[src/demand_paging_translator_core_assert.svh]
// Assertion macros used by the translator core to check its own logic.
`ifndef DEMAND_PAGING_TRANSLATOR_CORE_ASSERT_SVH
`define DEMAND_PAGING_TRANSLATOR_CORE_ASSERT_SVH

// The consequent must hold in the same cycle as the antecedent.
`define DPT_ASSERT_SAME(label, clk, rst_n, ante, cons) \
	label: assert property (@(posedge clk) disable iff (!rst_n) (ante) |-> (cons)) \
		else $error("same-cycle check failed");

// The consequent must hold in the cycle after the antecedent.
`define DPT_ASSERT_NEXT(label, clk, rst_n, ante, cons) \
	label: assert property (@(posedge clk) disable iff (!rst_n) (ante) |=> (cons)) \
		else $error("next-cycle check failed");

`endif

[src/dpt_pkg.sv]
package dpt_pkg;

	localparam int PAGE_SIZE = 256;
	localparam int NUM_PAGES = 256;

	localparam int ADDR_W   = 16;
	localparam int OFFSET_W = $clog2(PAGE_SIZE);
	localparam int PAGE_W   = $clog2(NUM_PAGES);
	localparam int FRAME_W  = 8;
	localparam int NEXT_W   = 9;
	localparam int COUNT_W  = 16;

	typedef enum logic [0:0] {
		ST_IDLE,
		ST_LOOKUP
	} dpt_state_t;

	typedef struct packed {
		logic capture;
		logic commit;
	} dpt_cmd_t;

endpackage

[src/dpt_va_if.sv]
interface dpt_va_if import dpt_pkg::*; ();
	logic              valid;
	logic              ready;
	logic [ADDR_W-1:0] virtual_address;

	modport source (output valid, output virtual_address, input ready);
	modport sink   (input valid, input virtual_address, output ready);
endinterface

[src/dpt_pa_if.sv]
interface dpt_pa_if import dpt_pkg::*; ();
	logic               valid;
	logic               ready;
	logic [ADDR_W-1:0]  physical_address;
	logic               page_fault;
	logic [COUNT_W-1:0] fault_total;

	modport source (output valid, output physical_address, output page_fault,
		output fault_total, input ready);
	modport sink   (input valid, input physical_address, input page_fault,
		input fault_total, output ready);
endinterface

[src/dpt_ram.sv]
module dpt_ram #(
	parameter int WIDTH = 8,
	parameter int DEPTH = 256
) (
	input  logic                     clk,
	input  logic                     we,
	input  logic [$clog2(DEPTH)-1:0] waddr,
	input  logic [WIDTH-1:0]         wdata,
	input  logic [$clog2(DEPTH)-1:0] raddr,
	output logic [WIDTH-1:0]         rdata
);

	logic [WIDTH-1:0] mem_q [DEPTH];

	always_ff @(posedge clk) begin
		if (we) begin
			mem_q[waddr] <= wdata;
		end
		rdata <= mem_q[raddr];
	end

endmodule

[src/dpt_ctrl.sv]
module dpt_ctrl import dpt_pkg::*; (
	input  logic     clk,
	input  logic     arst_n,
	input  logic     req_valid,
	output logic     req_ready,
	output logic     rsp_valid,
	input  logic     rsp_ready,
	output dpt_cmd_t cmd
);

	dpt_state_t state_q, state_d;
	logic       rsp_valid_q;

	always_ff @(posedge clk or negedge arst_n) begin
		if (!arst_n) begin
			state_q     <= ST_IDLE;
			rsp_valid_q <= 1'b0;
		end else begin
			state_q <= state_d;
			if (cmd.commit) begin
				rsp_valid_q <= 1'b1;
			end else if (rsp_ready) begin
				rsp_valid_q <= 1'b0;
			end
		end
	end

	always_comb begin
		state_d     = state_q;
		req_ready   = 1'b0;
		cmd.capture = 1'b0;
		cmd.commit  = 1'b0;
		case (state_q)
			ST_IDLE: begin
				req_ready   = 1'b1;
				cmd.capture = req_valid;
				if (req_valid) begin
					state_d = ST_LOOKUP;
				end
			end
			ST_LOOKUP: begin
				// The result may only be loaded once the output register is free.
				if (!rsp_valid_q || rsp_ready) begin
					cmd.commit = 1'b1;
					state_d    = ST_IDLE;
				end
			end
			default: begin
				state_d = ST_IDLE;
			end
		endcase
	end

	assign rsp_valid = rsp_valid_q;

endmodule

[src/dpt_datapath.sv]
module dpt_datapath import dpt_pkg::*; (
	input  logic               clk,
	input  logic               arst_n,
	input  dpt_cmd_t           cmd,
	input  logic [ADDR_W-1:0]  virtual_address,
	output logic [ADDR_W-1:0]  physical_address,
	output logic               page_fault,
	output logic [COUNT_W-1:0] fault_total
);

	logic [ADDR_W-1:0]    va_q;
	logic [NUM_PAGES-1:0] valid_q;
	logic [NEXT_W-1:0]    next_frame_q;
	logic [COUNT_W-1:0]   fault_cnt_q;
	logic [ADDR_W-1:0]    phys_q;
	logic                 fault_q;
	logic [COUNT_W-1:0]   total_q;

	logic [2*ADDR_W-1:0]  shifted_in, shifted_held;
	logic [PAGE_W-1:0]    page_in, page_q, ram_raddr;
	logic [OFFSET_W-1:0]  offset_q;
	logic [FRAME_W-1:0]   ram_rdata, frame;
	logic                 hit, ram_we;
	logic [COUNT_W-1:0]   fault_cnt_d;
	logic [2*ADDR_W-1:0]  phys_wide;

	// The page number wraps within the table.
	assign shifted_in   = {{ADDR_W{1'b0}}, virtual_address} >> OFFSET_W;
	assign page_in      = shifted_in[PAGE_W-1:0];
	assign shifted_held = {{ADDR_W{1'b0}}, va_q} >> OFFSET_W;
	assign page_q       = shifted_held[PAGE_W-1:0];
	assign offset_q     = va_q[OFFSET_W-1:0];

	// Once a beat has been captured the read keeps pointing at its page, so the
	// frame stays put while the result waits for the output register.
	assign ram_raddr = cmd.capture ? page_in : page_q;

	assign hit    = valid_q[page_q];
	assign ram_we = cmd.commit && !hit;
	assign frame  = hit ? ram_rdata : next_frame_q[FRAME_W-1:0];

	always_comb begin
		fault_cnt_d = fault_cnt_q;
		if (!hit && (fault_cnt_q != {COUNT_W{1'b1}})) begin
			fault_cnt_d = fault_cnt_q + COUNT_W'(1);
		end
	end

	assign phys_wide = ({{(2*ADDR_W-FRAME_W){1'b0}}, frame} << OFFSET_W)
		| {{(2*ADDR_W-OFFSET_W){1'b0}}, offset_q};

	dpt_ram #(
		.WIDTH (FRAME_W),
		.DEPTH (NUM_PAGES)
	) u_frame_ram (
		.clk   (clk),
		.we    (ram_we),
		.waddr (page_q),
		.wdata (next_frame_q[FRAME_W-1:0]),
		.raddr (ram_raddr),
		.rdata (ram_rdata)
	);

	always_ff @(posedge clk or negedge arst_n) begin
		if (!arst_n) begin
			valid_q      <= '0;
			next_frame_q <= '0;
			fault_cnt_q  <= '0;
		end else if (ram_we) begin
			valid_q[page_q] <= 1'b1;
			next_frame_q    <= next_frame_q + NEXT_W'(1);
			fault_cnt_q     <= fault_cnt_d;
		end
	end

	always_ff @(posedge clk) begin
		if (cmd.capture) begin
			va_q <= virtual_address;
		end
		if (cmd.commit) begin
			phys_q  <= phys_wide[ADDR_W-1:0];
			fault_q <= !hit;
			total_q <= fault_cnt_d;
		end
	end

	assign physical_address = phys_q;
	assign page_fault       = fault_q;
	assign fault_total      = total_q;

endmodule

[src/demand_paging_translator_core.sv]
// Demand-paging address translator. Each request beat carries a 16-bit virtual
// address, split into a page number (upper bits) and an offset (lower bits), and
// each produces exactly one response beat with the physical address, a page-fault
// flag and the saturating count of faults since reset. A page seen for the first
// time is given the next free frame in sequence and is mapped from then on. On
// acceptance the frame memory is read into its output register; the lookup state
// then resolves the hit or fault, updates the table and loads the output register,
// and no new request is accepted until it has done so. The result stage waits only
// while the previous response has not been taken, and a new request is accepted
// while a finished response is still waiting. The page valid bits sit in
// flip-flops that reset clears at once, so the block is ready straight after
// reset with no clearing pass.

`include "demand_paging_translator_core_assert.svh"

module demand_paging_translator_core import dpt_pkg::*; (
	input logic    clk,
	input logic    arst_n,
	dpt_va_if.sink   request,
	dpt_pa_if.source response
);

	dpt_cmd_t cmd;

	// The controller sequences each beat; the datapath holds the table and counters.
	dpt_ctrl u_ctrl (
		.clk       (clk),
		.arst_n    (arst_n),
		.req_valid (request.valid),
		.req_ready (request.ready),
		.rsp_valid (response.valid),
		.rsp_ready (response.ready),
		.cmd       (cmd)
	);

	dpt_datapath u_datapath (
		.clk              (clk),
		.arst_n           (arst_n),
		.cmd              (cmd),
		.virtual_address  (request.virtual_address),
		.physical_address (response.physical_address),
		.page_fault       (response.page_fault),
		.fault_total      (response.fault_total)
	);

	// A lookup is in flight for the cycle after a request beat is taken.
	`DPT_ASSERT_NEXT(a_busy_after_accept, clk, arst_n, request.valid && request.ready, !request.ready)
	// A committed lookup always leaves a response on offer.
	`DPT_ASSERT_NEXT(a_commit_shows, clk, arst_n, cmd.commit, response.valid)
	// A faulting response can never report a zero fault count.
	`DPT_ASSERT_SAME(a_fault_counted, clk, arst_n, response.valid && response.page_fault, response.fault_total != '0)

endmodule
[src/flat_wrapper.sv]
// flat-port wrapper written by rule: the top's interface ports become plain ports
module demand_paging_translator_core_flat import dpt_pkg::*;
  (clk, arst_n, request_valid, request_virtual_address, request_ready, response_valid, response_physical_address, response_page_fault, response_fault_total, response_ready);
  dpt_va_if request_i ();
  dpt_pa_if response_i ();
  input logic clk;
  input logic arst_n;
  input wire logic [$bits(request_i.valid)-1:0] request_valid;
  input wire logic [$bits(request_i.virtual_address)-1:0] request_virtual_address;
  output wire logic [$bits(request_i.ready)-1:0] request_ready;
  output wire logic [$bits(response_i.valid)-1:0] response_valid;
  output wire logic [$bits(response_i.physical_address)-1:0] response_physical_address;
  output wire logic [$bits(response_i.page_fault)-1:0] response_page_fault;
  output wire logic [$bits(response_i.fault_total)-1:0] response_fault_total;
  input wire logic [$bits(response_i.ready)-1:0] response_ready;
  assign request_i.valid = request_valid;
  assign request_i.virtual_address = request_virtual_address;
  assign request_ready = request_i.ready;
  assign response_valid = response_i.valid;
  assign response_physical_address = response_i.physical_address;
  assign response_page_fault = response_i.page_fault;
  assign response_fault_total = response_i.fault_total;
  assign response_i.ready = response_ready;
  demand_paging_translator_core u_core (.clk(clk), .arst_n(arst_n), .request(request_i), .response(response_i));
endmodule
[config.mk]
export PLATFORM = sky130hd
export DESIGN_NAME = demand_paging_translator_core_flat
export DESIGN_NICKNAME = d
export VERILOG_FILES = /design/src/dpt_pkg.sv /design/src/dpt_va_if.sv /design/src/dpt_pa_if.sv /design/src/dpt_ram.sv /design/src/dpt_ctrl.sv /design/src/dpt_datapath.sv /design/src/demand_paging_translator_core.sv /design/src/flat_wrapper.sv
export VERILOG_INCLUDE_DIRS = /design/src /design/src/src
export SDC_FILE = /design/constraint.sdc
export NUM_CORES = 2
export LEC_CHECK = 0
export ABC_AREA = 1
export BUFFER_PORTS_ARGS = -buffer_cell sky130_fd_sc_hd__buf_2
export CAP_MARGIN = 15
export CORE_UTILIZATION = 35
export CTS_CLUSTER_SIZE = 40
export DETAILED_ROUTE_END_ITERATION = 7
export PLACE_DENSITY = 0.46
export SLEW_MARGIN = 10
export SYNTH_ARGS = -nofsm -noshare
export SYNTH_HDL_FRONTEND = slang
export SYNTH_HIERARCHICAL = 1
export SYNTH_SLANG_ARGS = --single-unit
[constraint.sdc]
create_clock -name clk -period 5.25 [get_ports clk]
set_input_delay 0.2625 -clock clk [delete_from_list [all_inputs] [get_ports clk]]
set_output_delay 0.2625 -clock clk [all_outputs]
set_load 0.01 [all_outputs]
=== After elaboration in Yosys (flattened, before gate mapping) ===
Memories as Yosys holds them, arrays and structs flattened. A register that Yosys moved wholly into a read port is not among the register bits.
Cells that the tools add are included.

* Output and inout port bits: 35
* Bits of input ports: 20
* Logic and storage cells: 43
* Memory bits (read-only): 0
* Memories: 1
* Latch bits: 0
* Bits in registers: 332
* Memory bits (writable): 2048

* Multiplexer cells: 18
* $add $sub $neg: 2
* Equality and inequality tests: 1
* Shifts and indexed selects: 0
* $mul: 0
* Order comparisons: 2
* Reductions and logical operators: 7
* Bitwise logic cells: 3
* Div/mod/pow operators: 0

{| class="wikitable"
|+ Memory list
! memory !! depth !! bits a word !! rd ports !! clocked after memory_dff !! wr ports !! RTL line !! source
|-
| u_core.u_datapath.u_frame_ram.mem_q || 256 || 8 || 1 || 1 || 1 || dpt_ram.sv:13 || <nowiki>logic [WIDTH-1:0] mem_q [DEPTH];</nowiki>
|}

{| class="wikitable"
|+ Operators by type and width
! kind !! count
|-
| $or 256x256->256 || 1
|-
| $add 16x1->16 const B || 1
|-
| $mux 16 || 1
|-
| $mux 8 || 2
|-
| $ne 16x16->1 const B || 1
|-
| $or 16x8->16 || 1
|-
| $mux 1 || 12
|-
| $add 9x1->9 const B || 1
|-
| $lt 8x9->1 const B || 1
|-
| $bmux 1 s8 || 1
|-
| $demux 1 s8 || 1
|-
| $ge 8x1->1 const B || 1
|-
| $logic_and 1x1->1 || 3
|-
| $logic_not 1->1 || 2
|-
| $pmux 1 s2 || 1
|-
| $reduce_bool 2->1 || 1
|-
| $logic_or 1x1->1 || 1
|-
| $not 1->1 || 1
|}

=== Depth between registers and ports, before layout ===
* Word-level depth: 7
* Depth in mapped cells: 23
* Gate-level depth less buffers: 19

=== Modules after synthesis ===
The synthesis kept the hierarchy.

{| class="wikitable"
|+ By module, submodules not included
! module !! cells each !! area each (um^2) !! seq. area each (um^2) !! instances
|-
| dpt_ram || 7003 || 83396.2 || 61659.1 || 1
|-
| dpt_datapath || 1956 || 15989.1 || 8478.1 || 1
|-
| dpt_ctrl || 11 || 92.6 || 50.0 || 1
|}

=== Least setup slack after synthesis ===
No wires, ideal clock.

* Path kind: reg-to-reg
* From: register u_core.u_datapath.next_frame_q[2]
* To: register u_core.u_datapath.next_frame_q[7]
* Path buffers: 0
* Setup time: 0.142 ns
* Data required time: 5.108 ns
* Cell stages (with the launch flop): 7
* Arrival time: 4.607 ns
* Setup slack: 0.501 ns
* Period minus slack after synthesis: 4.749 ns
* Path through: dfrtp_1 > inv_1 > nor3_1 > nand4_1 > xor2_1 > nand2_1 > o21ai_0

* Longest elaborated chain between the ends: 1

{| class="wikitable"
|+ RTL lines
! element !! RTL line !! source
|-
| start, declared || dpt_datapath.sv:13 || <nowiki>logic [NEXT_W-1:0] next_frame_q;</nowiki>
|-
| start signal, assigned || dpt_datapath.sv:71 || <nowiki>next_frame_q <= next_frame_q + NEXT_W'(1);</nowiki>
|-
| $add 9x1->9 || dpt_datapath.sv:71 ||
|}

Every way passes these cells.
A chain may end at the register's enable or synchronous reset.

=== Final worst setup path ===
* From: register u_core.u_datapath.va_q[8]
* To: memory u_core.u_datapath.u_frame_ram.mem_q[243][1] (enable)

* Longest elaborated chain between the ends: 6

{| class="wikitable"
|+ RTL lines
! element !! RTL line !! source
|-
| start, declared || dpt_datapath.sv:11 || <nowiki>logic [ADDR_W-1:0] va_q;</nowiki>
|-
| start signal, assigned || dpt_datapath.sv:78 || <nowiki>va_q <= virtual_address;</nowiki>
|-
| $bmux 1 s8 || dpt_datapath.sv:38 || <nowiki>assign hit = valid_q[page_q];</nowiki>
|-
| $mux 1 (implied by the code) || dpt_datapath.sv:38 ||
|-
| $logic_not 1->1 || dpt_datapath.sv:39 || <nowiki>assign ram_we = cmd.commit && !hit;</nowiki>
|-
| $logic_and 1x1->1 || dpt_datapath.sv:39 ||
|-
| $mux 1 || dpt_ram.sv:16 || <nowiki>if (we) begin</nowiki>
|-
| $mux 1 (implied by the code) || dpt_ram.sv:17 || <nowiki>mem_q[waddr] <= wdata;</nowiki>
|-
| end, declared || dpt_ram.sv:13 ||
|}

Several ways; a longest one is shown, not always the timed one. The select of a mux whose other input is x is not followed.

==> results.md <==
- Status: finished clean
- Io pins: 55
- Die Y: approximately 540 microns
- H-tree depth: 5
- Drt pass-1 iters: 8
- Pre-CTS WS: 0.514 ns
- Slew headroom: between 10% and 20%
- Fin crit period: 4.79 ns
- Count of cell types in the netlist: 30
- Largest net degree at the start of global routing: 192
- Commonest cells after routing, fill and taps aside: nand2_1 (2,951), edfxtp_1 (2,097), nand3_1 (2,063), nor2_1 (374), clkbuf_16 (281)
- Most common cell after layout, fill and taps aside: nand2_1
- Slew @ Worst Pin: between 1 and 1.5 ns
- Antenna violations before repair: 13
- Core area: around 0.28 sq mm
- Row cnt: ~200
- Routed Antenna Nets: 0
- R2R cell count: 20
- Top cell type's share of synthesized area: 63.3%
- Max-cap violations: 0
- Hold Vio Cnt, Final: 0
- Clock skew: about 0.048 ns
- Sequential-to-total area share from yosys stat: 70.6%
- Reg2reg start: u_core/u_datapath/va_q[8]
- Fillers: 27,100
- F_max: 209 MHz
- Synthesized area: 0.0995 sq mm
- Clk buf depth: 4
- Per-cell routed wire length: 23.8 microns
- Final setup fails: 0
- Buffers on Ports: 54
- Initial drt markers: 6,577
- Num CTS Buffers: 273
- CP startpoint kind: flip-flop
- Hold path start: request_virtual_address[2]
- GR Util met2: 32.9%
- Final GP Congestion: between 0.8 and 0.9
- Vias in the first global route: 65,500
- Root Buffer: clkbuf_16
- Worst-path clk slew: 0.06 ns
- RSZ-0062 raised after global routing: no
- Leak: slightly above 40 nW
- DRC: 0
- Synthesized instance count: between 8,000 and 9,000
- Crit path max fanout: 127
- Final period util: approximately nine tenths
- Pwr Total: 50.1 mW
- Initial core utilization: 35.2%
- TritonCTS Sinks: 2,387
- Hold WC Path Type: in -> reg
- Syn Nets: 8,992
- Max-slew violations: 0
- Required @ worst endpoint: approximately 5.7 ns
- WHS Endpoint: u_core/u_datapath/va_q[2]
- Hold depth: 2
- Max IR drop VDD: about 0.34 mV
- Global routing met1 resource utilization: 31.1%
- WP data arrival: 5.27 ns
- Reg2reg end: u_core/u_datapath/u_frame_ram/mem_q[243][1]
- Die W: ~540 microns
- Met3 usage: between 2 and 3%
- Largest area contributor in the netlist: edfxtp_1
- Power Density: 447 mW/mm^2
- Vias: 67,000
- Gr ovfl total: 0
- Total negative slack: 0 ns
- Share of layout cells above drive strength 1: 7.23%
- Grt peak-use layer: met2
- Worst-skew pair later-pin latency: between 0.8 and 0.9 ns
- All-Layer GR Usage: 21.0%
- Synth-to-Final Area Change: 12.6%
- Worst Setup End Kind: flip-flop
- FF-to-FF setup slack: 0.46 ns
- Post-CTS Setup Bufs: 0
- Mean post-synth cell area: 11.1 sq um
- Synth warnings: 6
- Flops & latches, synth: between 2,000 and 2,500
- Nets: 8,925
- DIE AREA: around 0.29 sq mm
- Crit Path Class: reg -> reg
- Crit path setup slack, layout: about 0.46 ns
- Vias per cell: between 5 and 6
- Post-detail-place hpwl: 175,000 microns
- Area contributors post-synth: edfxtp_1 (63%), nand2_1 (11%), nand3_1 (10%), dfrtp_1 (7.1%), buf_2 (1.5%)
- First-pass GRT wire length: between 400,000 and 500,000 microns
- Routed wire length: 306,000 microns
- CTS tree: yes
-- power by group --
group | switching, mW | internal (mW) | total (mW) | leakage (nW)
Sequential | 0.564 | 23.1 | 23.6 | 22.6
Clock | 7.69 | 10.4 | 18.1 | 4.10
Combinational | 6.71 | 1.65 | 8.36 | 13.9
-- flip-flops by register name (all words and copies together) (netlist names) --
| name | flops |
|---|---|
| u_core/u_ctrl/state_q | 1 |
| u_core/u_datapath/page_fault | 1 |
| u_core/u_datapath/u_frame_ram/rdata | 8 |
| u_core/u_datapath/valid_q | 256 |
| u_core/u_datapath/u_frame_ram/mem_q | 2048 |
| u_core/u_ctrl/rsp_valid | 1 |
| u_core/u_datapath/fault_total | 16 |
| u_core/u_datapath/next_frame_q | 8 |
| u_core/u_datapath/physical_address | 16 |
| u_core/u_datapath/fault_cnt_q | 16 |
| u_core/u_datapath/va_q | 16 |
-- logic make-up after synthesis --
group                      Yosys count  share of synthesized area (%)
AOI/OAI and AO/OA                  357                           2.22
xor gates and xnor gates            18                          0.158
adders and majority gates            2                         0.0252
buffers and inverters              768                           3.86
DFF                               2387                           70.6
and+or+nand+nor                   5438                           23.2
-- metrics by stage --
step | hold WS [ns] | instance area [sq um] | cells | util, %
CTS | 0.0463 | 112000 | 12800 | 39.6
floorplan | -0.0331 | 99500 | 8970 | -
finish | 0.108 | 112000 | 12900 | 39.7
global route | 0.0994 | 112000 | 12900 | 39.7
global placement | 0.216 | 103000 | 12300 | 36.6
detailed placement | 0.217 | 103000 | 12300 | 36.6
-- cells in the mapped netlist --
cell type	instances
nand2_1	2966
edfxtp_1	2097
nand3_1	2063
nor2_1	382
buf_2	292
dfrtp_1	282
o21bai_1	169
inv_1	162
clkbuf_1	156
o21ai_1	125
o21ai_0	61
buf_4	51
buf_6	51
buf_1	48
xor2_1	14
nand4_1	10
dfxtp_1	8
nor3_1	7
inv_2	6
xnor2_1	4
nand2_2	3
nor4_1	3
and2_1	2
ha_1	2
a21oi_1	1
a21oi_2	1
buf_8	1
inv_4	1
nand3b_1	1
nor2_4	1
-- final cells by class --
type                            count  area, sq um  share of cell area [%]
Inverter                          169          668                   0.596
Antenna cell                        4         10.0                 0.00893
Tap cell                         3743         4680                    4.18
Clock buffer                      362         7430                    6.63
Multi-Input combinational cell   5815        25600                    22.9
Clock inverter                    115          917                   0.819
Timing Repair Buffer              257         2510                    2.24
Sequential cell                  2387        70200                    62.7
-- worst max-delay path by stage --
stage	from	end	depth (start not counted)
floorplan	u_core/u_datapath/next_frame_q[2]	u_core/u_datapath/next_frame_q[7]	6
global placement	u_core/u_datapath/va_q[11]	u_core/u_datapath/valid_q[236]	15
detailed placement	u_core/u_datapath/va_q[8]	u_core/u_datapath/u_frame_ram/mem_q[243][5]	20
CTS	u_core/u_datapath/va_q[8]	u_core/u_datapath/u_frame_ram/mem_q[243][1]	20
global route	u_core/u_datapath/va_q[8]	u_core/u_datapath/u_frame_ram/mem_q[243][7]	20
finish	u_core/u_datapath/va_q[8]	u_core/u_datapath/u_frame_ram/mem_q[243][1]	20
-- critical path: stages (launching register included) --
cell and delay, ns:
edfxtp_1 0.41, buf_12 0.44, buf_4 0.32, o21ai_0 0.12, nand2_1 0.07, nand2_1 0.05, nand2_1 0.05, nand2_1 0.06
nor2_1 0.17, nor2_1 0.13, nor2_1 0.13, nand2_1 0.06, nand2_1 0.07, nand2_1 0.10, nor2_4 0.18, nand2_8 0.08
inv_2 0.46, buf_4 0.25, nand2_2 0.05, buf_4 0.34, nor2_1 0.66
-- metal layers --
layer  vias to the layer above  wire length [microns]
met2                      2036                 140000
met5                         -                     36
met3                       374                  18000
met4                         6                   5960
li1                      31000                      -
met1                     33600                 142000
-- timing repair --
| item | 4_1_cts | 5_1_grt |
|---|---|---|
| endpoints found under the hold margin | 308 | 0 |
| resized for setup | 0 | 0 |
| hold buffers | 21 | 0 |
(Power assumes the default switching activity.)
